**config.mk**
```make
export PLATFORM = sky130hd
export DESIGN_NAME = base64_decoder_core
export DESIGN_NICKNAME = d
export VERILOG_FILES = /design/src/sv/b64d_pkg.sv /design/src/sv/b64d_front.sv /design/src/sv/b64d_fifo.sv /design/src/sv/b64d_back.sv /design/src/sv/base64_decoder_core.sv
export SDC_FILE = /design/constraint.sdc
export NUM_CORES = 1
export LEC_CHECK = 0
export ABC_AREA = 1
export BUFFER_PORTS_ARGS = -buffer_cell sky130_fd_sc_hd__clkbuf_2
export CAP_MARGIN = 20
export CORE_ASPECT_RATIO = 2
export CORE_UTILIZATION = 60
export DETAILED_ROUTE_END_ITERATION = 8
export HOLD_SLACK_MARGIN = 0.03
export PLACE_DENSITY = 0.79
export RECOVER_POWER = 25
export SYNTH_ARGS = -nofsm -noshare
export SYNTH_HDL_FRONTEND = slang
export SYNTH_HIERARCHICAL = 1
export SYNTH_SLANG_ARGS = --single-unit
```
**constraint.sdc**
```tcl
create_clock -name clk -period 3.4 [get_ports clk]
set_clock_uncertainty 0.2 [all_clocks]
set_input_delay 0.17 -clock clk [delete_from_list [all_inputs] [get_ports clk]]
set_output_delay 0.17 -clock clk [all_outputs]
set_load 0.02 [all_outputs]
```
**src/sv/b64d_pkg.sv**
```systemverilog
`default_nettype none

package b64d_pkg;

  localparam int SEXTET_W = 6;
  localparam int CNT_W    = 3;
  localparam int BUF_W    = 2 * SEXTET_W;

  localparam logic [7:0] PAD_CHAR      = 8'h3D;
  localparam logic [7:0] CHAR_UPPER_A  = 8'h41;
  localparam logic [7:0] CHAR_UPPER_Z  = 8'h5A;
  localparam logic [7:0] CHAR_LOWER_A  = 8'h61;
  localparam logic [7:0] CHAR_LOWER_Z  = 8'h7A;
  localparam logic [7:0] CHAR_DIGIT_0  = 8'h30;
  localparam logic [7:0] CHAR_DIGIT_9  = 8'h39;
  localparam logic [7:0] CHAR_PLUS     = 8'h2B;
  localparam logic [7:0] CHAR_SLASH    = 8'h2F;
  localparam logic [7:0] CHAR_MINUS    = 8'h2D;
  localparam logic [7:0] CHAR_UNDERSCR = 8'h5F;

  localparam logic [SEXTET_W-1:0] LOWER_BASE = 6'd26;
  localparam logic [SEXTET_W-1:0] DIGIT_BASE = 6'd52;
  localparam logic [SEXTET_W-1:0] SEXTET_62  = 6'd62;
  localparam logic [SEXTET_W-1:0] SEXTET_63  = 6'd63;

  localparam logic [CNT_W-1:0] BYTE_BITS = 3'd0;

  typedef enum logic [1:0] {
    KIND_SKIP = 2'd0,
    KIND_PAD  = 2'd1,
    KIND_DATA = 2'd2
  } kind_t;

  typedef struct packed {
    logic [7:0] char_in;
    logic       end_of_string;
  } b64d_in_t;

  typedef struct packed {
    logic [7:0] byte_out;
    logic       byte_valid;
    logic       last_of_string;
  } b64d_out_t;

  typedef struct packed {
    kind_t                kind;
    logic [SEXTET_W-1:0]  sextet;
    logic                 eos;
  } b64d_entry_t;

endpackage

`default_nettype wire

```
**src/sv/b64d_front.sv**
```systemverilog
`default_nettype none

module b64d_front (
  input  wire                  clk,
  input  wire                  rst_n,
  input  wire                  in_valid,
  output logic                 in_ready,
  input  b64d_pkg::b64d_in_t   in_data,
  input  wire                  url_alpha,
  input  wire                  q_full,
  output logic                 q_push,
  output b64d_pkg::b64d_entry_t q_entry
);

  logic [7:0]  ch;
  logic        hit_62;
  logic        hit_63;
  logic        beat_seen_r;
  logic        beat_seen_nxt;

  assign ch       = in_data.char_in;
  assign in_ready = !q_full;
  assign q_push   = in_valid && !q_full;

  always_comb begin
    hit_62 = url_alpha ? (ch == b64d_pkg::CHAR_MINUS) : (ch == b64d_pkg::CHAR_PLUS);
    hit_63 = url_alpha ? (ch == b64d_pkg::CHAR_UNDERSCR) : (ch == b64d_pkg::CHAR_SLASH);
    q_entry.eos    = in_data.end_of_string;
    q_entry.kind   = b64d_pkg::KIND_DATA;
    q_entry.sextet = '0;
    if (ch == b64d_pkg::PAD_CHAR) begin
      q_entry.kind = b64d_pkg::KIND_PAD;
    end else if (ch >= b64d_pkg::CHAR_UPPER_A && ch <= b64d_pkg::CHAR_UPPER_Z) begin
      q_entry.sextet = 6'(ch - b64d_pkg::CHAR_UPPER_A);
    end else if (ch >= b64d_pkg::CHAR_LOWER_A && ch <= b64d_pkg::CHAR_LOWER_Z) begin
      q_entry.sextet = 6'(ch - b64d_pkg::CHAR_LOWER_A) + b64d_pkg::LOWER_BASE;
    end else if (ch >= b64d_pkg::CHAR_DIGIT_0 && ch <= b64d_pkg::CHAR_DIGIT_9) begin
      q_entry.sextet = 6'(ch - b64d_pkg::CHAR_DIGIT_0) + b64d_pkg::DIGIT_BASE;
    end else if (hit_62) begin
      q_entry.sextet = b64d_pkg::SEXTET_62;
    end else if (hit_63) begin
      q_entry.sextet = b64d_pkg::SEXTET_63;
    end else begin
      q_entry.kind = b64d_pkg::KIND_SKIP;
    end
  end

  // tracks whether any beat has been taken since reset
  assign beat_seen_nxt = beat_seen_r || q_push;

  always_ff @(posedge clk) begin
    if (!rst_n) begin
      beat_seen_r <= 1'b0;
    end else begin
      beat_seen_r <= beat_seen_nxt;
    end
  end

  a_no_push_full: assert property (@(posedge clk) disable iff (!rst_n)
    q_full |-> !q_push)
    else $error("push while queue full");

  a_ready_tracks_queue: assert property (@(posedge clk) disable iff (!rst_n)
    (in_valid && !q_full) |-> (q_push && beat_seen_nxt))
    else $error("beat offered with room but not pushed");

  a_seen_sticky: assert property (@(posedge clk) disable iff (!rst_n)
    beat_seen_r |=> beat_seen_r)
    else $error("beat-seen flag dropped");

endmodule

`default_nettype wire

```
**src/sv/b64d_fifo.sv**
```systemverilog
`default_nettype none

module b64d_fifo #(
  parameter int DEPTH = 4
) (
  input  wire                   clk,
  input  wire                   rst_n,
  input  wire                   push,
  input  b64d_pkg::b64d_entry_t push_data,
  output logic                  full,
  input  wire                   pop,
  output logic                  empty,
  output b64d_pkg::b64d_entry_t pop_data
);

  localparam int PTR_W = (DEPTH > 1) ? $clog2(DEPTH) : 1;
  localparam int CNT_W = $clog2(DEPTH + 1);
  localparam logic [PTR_W-1:0] LAST_PTR = PTR_W'(DEPTH - 1);
  localparam logic [CNT_W-1:0] FULL_CNT = CNT_W'(DEPTH);

  b64d_pkg::b64d_entry_t mem [DEPTH];

  logic [PTR_W-1:0] wr_ptr_r, wr_ptr_nxt;
  logic [PTR_W-1:0] rd_ptr_r, rd_ptr_nxt;
  logic [CNT_W-1:0] count_r, count_nxt;
  logic             do_push, do_pop;

  assign full     = (count_r == FULL_CNT);
  assign empty    = (count_r == '0);
  assign do_push  = push && !full;
  assign do_pop   = pop && !empty;
  assign pop_data = mem[rd_ptr_r];

  always_comb begin
    wr_ptr_nxt = wr_ptr_r;
    rd_ptr_nxt = rd_ptr_r;
    count_nxt  = count_r;
    if (do_push) begin
      wr_ptr_nxt = (wr_ptr_r == LAST_PTR) ? '0 : wr_ptr_r + PTR_W'(1);
    end
    if (do_pop) begin
      rd_ptr_nxt = (rd_ptr_r == LAST_PTR) ? '0 : rd_ptr_r + PTR_W'(1);
    end
    if (do_push && !do_pop) begin
      count_nxt = count_r + CNT_W'(1);
    end else if (do_pop && !do_push) begin
      count_nxt = count_r - CNT_W'(1);
    end
  end

  always_ff @(posedge clk) begin
    if (do_push) begin
      mem[wr_ptr_r] <= push_data;
    end
  end

  always_ff @(posedge clk) begin
    if (!rst_n) begin
      wr_ptr_r <= '0;
      rd_ptr_r <= '0;
      count_r  <= '0;
    end else begin
      wr_ptr_r <= wr_ptr_nxt;
      rd_ptr_r <= rd_ptr_nxt;
      count_r  <= count_nxt;
    end
  end

endmodule

`default_nettype wire

```
**src/sv/b64d_back.sv**
```systemverilog
`default_nettype none

module b64d_back (
  input  wire                   clk,
  input  wire                   rst_n,
  input  wire                   q_empty,
  input  b64d_pkg::b64d_entry_t q_entry,
  output logic                  q_pop,
  output logic                  out_valid,
  input  wire                   out_ready,
  output b64d_pkg::b64d_out_t   out_data
);

  logic [b64d_pkg::SEXTET_W-1:0] bits_r, bits_nxt;
  logic [b64d_pkg::CNT_W-1:0]    cnt_r, cnt_nxt;
  logic                          pad_r, pad_nxt;
  logic                          out_valid_r, out_valid_nxt;
  b64d_pkg::b64d_out_t           out_r, out_nxt;

  logic [b64d_pkg::BUF_W-1:0]    buf_w;
  logic [b64d_pkg::BUF_W-1:0]    mask_w;
  logic [b64d_pkg::CNT_W:0]      sum_w;
  logic [b64d_pkg::CNT_W-1:0]    left_w;

  assign q_pop     = !q_empty && (!out_valid_r || out_ready);
  assign out_valid = out_valid_r;
  assign out_data  = out_r;

  assign buf_w  = {bits_r, q_entry.sextet};
  assign sum_w  = {1'b0, cnt_r} + (b64d_pkg::CNT_W + 1)'(b64d_pkg::SEXTET_W);
  assign left_w = b64d_pkg::CNT_W'(sum_w - (b64d_pkg::CNT_W + 1)'(8));
  assign mask_w = (b64d_pkg::BUF_W'(1) << left_w) - b64d_pkg::BUF_W'(1);

  always_comb begin
    bits_nxt      = bits_r;
    cnt_nxt       = cnt_r;
    pad_nxt       = pad_r;
    out_nxt       = out_r;
    out_valid_nxt = out_valid_r && !out_ready;
    if (q_pop) begin
      out_valid_nxt          = 1'b1;
      out_nxt.byte_out       = '0;
      out_nxt.byte_valid     = 1'b0;
      out_nxt.last_of_string = q_entry.eos;
      if (!pad_r) begin
        case (q_entry.kind)
          b64d_pkg::KIND_PAD: begin
            pad_nxt = 1'b1;
          end
          b64d_pkg::KIND_DATA: begin
            if (sum_w >= (b64d_pkg::CNT_W + 1)'(8)) begin
              out_nxt.byte_out   = 8'(buf_w >> left_w);
              out_nxt.byte_valid = 1'b1;
              bits_nxt           = b64d_pkg::SEXTET_W'(buf_w & mask_w);
              cnt_nxt            = left_w;
            end else begin
              bits_nxt = q_entry.sextet;
              cnt_nxt  = b64d_pkg::CNT_W'(sum_w);
            end
          end
          default: begin
          end
        endcase
      end
      if (q_entry.eos) begin
        bits_nxt = '0;
        cnt_nxt  = b64d_pkg::BYTE_BITS;
        pad_nxt  = 1'b0;
      end
    end
  end

  always_ff @(posedge clk) begin
    out_r <= out_nxt;
  end

  always_ff @(posedge clk) begin
    if (!rst_n) begin
      bits_r      <= '0;
      cnt_r       <= '0;
      pad_r       <= 1'b0;
      out_valid_r <= 1'b0;
    end else begin
      bits_r      <= bits_nxt;
      cnt_r       <= cnt_nxt;
      pad_r       <= pad_nxt;
      out_valid_r <= out_valid_nxt;
    end
  end

  a_cnt_even: assert property (@(posedge clk) disable iff (!rst_n)
    (cnt_r[0] == 1'b0) && (cnt_r <= 3'd6))
    else $error("bit count off grid");

  a_eos_clears: assert property (@(posedge clk) disable iff (!rst_n)
    (q_pop && q_entry.eos) |=> (cnt_r == '0 && bits_r == '0 && !pad_r))
    else $error("state not cleared at end of string");

  a_pad_blocks: assert property (@(posedge clk) disable iff (!rst_n)
    (q_pop && pad_r) |=> !out_r.byte_valid)
    else $error("byte emitted after padding");

  a_zero_byte: assert property (@(posedge clk) disable iff (!rst_n)
    (out_valid_r && !out_r.byte_valid) |-> (out_r.byte_out == '0))
    else $error("nonzero byte without valid flag");

endmodule

`default_nettype wire

```
**src/sv/base64_decoder_core.sv**
```systemverilog
// Channel | Ports                          | Beat on
// in      | in_valid, in_ready, in_data    | in_valid && in_ready
// out     | out_valid, out_ready, out_data | out_valid && out_ready
// cfg     | cfg_we, cfg_wdata              | cfg_we
//
// One character per cycle sustained while the queue is not full; the earliest out beat
// follows the in beat through a queue entry and then the output register.
// The queue (QUEUE_DEPTH entries) lets the classifier keep accepting while out is stalled.
// rst_n is synchronous; it clears the queue, bit buffer, pad flag and alphabet select.
// in_ready drops only when the queue is full.
`default_nettype none

module base64_decoder_core #(
  parameter int QUEUE_DEPTH = 4
) (
  input  wire                  clk,
  input  wire                  rst_n,
  input  wire                  in_valid,
  output logic                 in_ready,
  input  b64d_pkg::b64d_in_t   in_data,
  output logic                 out_valid,
  input  wire                  out_ready,
  output b64d_pkg::b64d_out_t  out_data,
  input  wire                  cfg_we,
  input  wire                  cfg_wdata
);

  logic                  url_alpha_r, url_alpha_nxt;
  logic                  q_full, q_empty, q_push, q_pop;
  b64d_pkg::b64d_entry_t push_entry, pop_entry;

  assign url_alpha_nxt = cfg_we ? cfg_wdata : url_alpha_r;

  always_ff @(posedge clk) begin
    if (!rst_n) begin
      url_alpha_r <= 1'b0;
    end else begin
      url_alpha_r <= url_alpha_nxt;
    end
  end

  b64d_front u_front (
    .clk       (clk),
    .rst_n     (rst_n),
    .in_valid  (in_valid),
    .in_ready  (in_ready),
    .in_data   (in_data),
    .url_alpha (url_alpha_r),
    .q_full    (q_full),
    .q_push    (q_push),
    .q_entry   (push_entry)
  );

  b64d_fifo #(
    .DEPTH (QUEUE_DEPTH)
  ) u_fifo (
    .clk       (clk),
    .rst_n     (rst_n),
    .push      (q_push),
    .push_data (push_entry),
    .full      (q_full),
    .pop       (q_pop),
    .empty     (q_empty),
    .pop_data  (pop_entry)
  );

  b64d_back u_back (
    .clk       (clk),
    .rst_n     (rst_n),
    .q_empty   (q_empty),
    .q_entry   (pop_entry),
    .q_pop     (q_pop),
    .out_valid (out_valid),
    .out_ready (out_ready),
    .out_data  (out_data)
  );

endmodule

`default_nettype wire
```
==> out/metrics.cfg <==
[yosys]
syn_nets = 480
ys.warnings.count = 6
yosys-top-cells-area = edfxtp_1 36%, dfxtp_1 10%, nand2_1 8.9%
ys_ff_latch = 66
synth_top_area_cell = edfxtp_1
netlist-cell-type-count = 32
synth_top_area_share_pct = 36.1
netlist_instances = 446
synth-seq-area-share_pct = 46.6
synth-async-reset-ratio_pct = 0
netlist_area_um2 = 3830
avgSynthCellArea_um2 = 8.58
synthFlopType = edfxtp_1
synth_edf_count = 46

[setup_path]
required_ps = 3430
reg2reg_from = u_fifo/count_r[0]$_SDFFE_PN0P_
startpoint_type = flip-flop
cp_max_fo = 7
cp-end-kind = flip-flop
cp.arrival_ps = 2470
criticalPathCategory = flip-flop to flip-flop
cp-startpoint = u_fifo/count_r[0]$_SDFFE_PN0P_

[finish]
diodes = 0
final_cells = 571
final_common_cell = nand2_1
drive_above_1_share_pct = 13.6
fin_util_pct = 70.9
layout_common_cells = 93 x nand2_1, 55 x inv_1, 52 x nor2_1, 46 x edfxtp_1, 33 x o21ai_0
syn_to_final_growth_pct = 12.3
stdcell_area_um2 = 4300
fin_nets = 516

[placement]
dp_cells = 550
dp_hpwl_um = 6030
gp_congestion = 0.969
numPortBuffers = 26
place_area_um2 = 4000

[clocking]
clk_latency_ps = 330
cts_setup_buffers = 0
cts_root_buffer = clkbuf_16
cts_tree = yes
numCtsBuffers = 9
clkTransAtPathRegs_ps = 50
htree_levels = 3
post_cts_resized = 0
clock_path_buffers = 2
clkSinkCount = 66

[power]
irDropWorstVdd_uv = 436
p_leak_uw = 0.00182
powerDensity_nw_per_um2 = 806
power_uw = 3460

[outcome]
status = finished, final reports clean

[grt]
grt_max_degree = 22
grt_use_total_pct = 27.2
grt.overflow.total = 0
antenna_found_initial = 0
grt_pass1_vias = 3069
grt_pass1_wl_um = 13300

[floorplan]
core-area_um2 = 6060
die_x_um = 58.5
start_util_pct = 63.2
core.rowCount = 40
die-height_um = 115
dieArea_um2 = 6720
ios = 27

[route]
routedWlPerCell_um = 14.4
vias_per_cell = 5.41
drtIter0Drc = 201
ant_nets = 0
routed_wirelength_um = 8220
top_layer_used = met4
route.vias.total = 3090
drc = 0
met3_length_um = 229
drt-met1-wl_um = 2730
drtPass1Iterations = 4
route.met2.wl_um = 4830

[sta]
worst_pin_slew_ps = 880
report.final.slew_viol_count = 0
rsz0062_at_grt = false
hold_violations = 0
slew_headroom_pct = 41.1
setup_viol = 0
period_share_pct = 71.7
fin_setup_tns_ps = 0
period_needed_ps = 2440
max_clock_freq_ghz = 0.410

[hold_path]
worstHoldStart = in_valid
hold_class = input port to flip-flop

[job]
drv_cap = 0

==> critical path, stage by stage, from the launching register on <==
cell and delay, ps:
dfxtp_1 380, nor2_1 70, nand2_1 160, inv_1 80
nor2_1 260, nand2_4 110, inv_1 80, ha_1 190
inv_1 80, fa_1 380, inv_1 70, nand2_1 60
nand3_1 70, nand2_1 50, inv_1 40, nor2_1 40
==> state kept, by name, indices dropped and copies added, names as in the netlist, 2 cells and up, named ones only <==
signal and flops:
u_back/out_data 10, u_fifo/mem 36, u_back/cnt_r 2, u_fifo/rd_ptr_r 2, u_fifo/wr_ptr_r 2, u_back/bits_r 6
u_fifo/count_r 3
==> routing by layer <==
layer  up-vias  GRT usage (%)
li1       1534              -
met1      1442           23.1
met2        85           52.3
met3        29           5.51
met4         0           19.8
met5         -              0
==> Yosys cell counts, types with 3 or more instances <==
cell type and number:
a21oi_1 31, buf_4 3, buf_6 3, dfxtp_1 20, edfxtp_1 46, ha_1 18
inv_1 55, inv_2 6, nand2_1 91, nand2_2 5, nand3_1 30, nand3b_1 3
nor2_1 50, nor2_2 14, o21ai_0 33, o22ai_2 9, xor2_1 8
==> layout make-up <==
class                           count  area, µm²
Multi-Input combinational cell    309       1710
Sequential cell                    66       1780
Timing Repair Buffer               34        180
Clock inverter                      3       40.0
Tap cell                           84        105
Clock buffer                       13        240
Inverter                           62        240
Fill cell                         471       1760
==> power breakdown <==
group / total [µW] / internal [µW] / switching, µW
Combinational: 1390 / 426 / 964
Clock: 869 / 565 / 305
Sequential: 1200 / 1090 / 116
Total: 3460 / 2080 / 1390
==> metrics by stage <==
stage / setup slack [ps] / hold slack (ps)
floorplan: 1050 / 90.5
global placement: 1180 / 197
detailed placement: 1040 / 205
CTS: 1040 / 69.0
global route: 749 / 105
finish: 961 / 83.7
==> cells by family (layout without fill, tap and decap cells) <==
group           count (synthesis)  after routing  synth area share (%)
compound gates                 80             80                  12.7
simple gates                  201            201                  23.8
fa+ha+maj                      19             19                  6.41
buf+inv                        71            112                  8.53
flops                          66             66                  46.6
xor+xnor                        9              9                  2.06
==> repair_timing <==
item	4_1_cts	5_1_grt
hold buffers	5	0
endpoints found under the setup margin	0	0
endpoints found under the hold margin	17	0
==> path summary, 6_finish.rpt <==
kind,endpoint,slack (ps),cells past startpoint
setup / recovery,u_fifo/count_r[2]$_SDFFE_PN0P_,960,15
hold / removal,u_fifo/wr_ptr_r[1]$_SDFFE_PN0P_,80,6
setup reg to reg,u_fifo/count_r[2]$_SDFFE_PN0P_,960,15
hold reg to reg,u_back/bits_r[2]$_SDFFE_PN0P_,260,2
No activity file was read; power rests on OpenSTA's default activity.
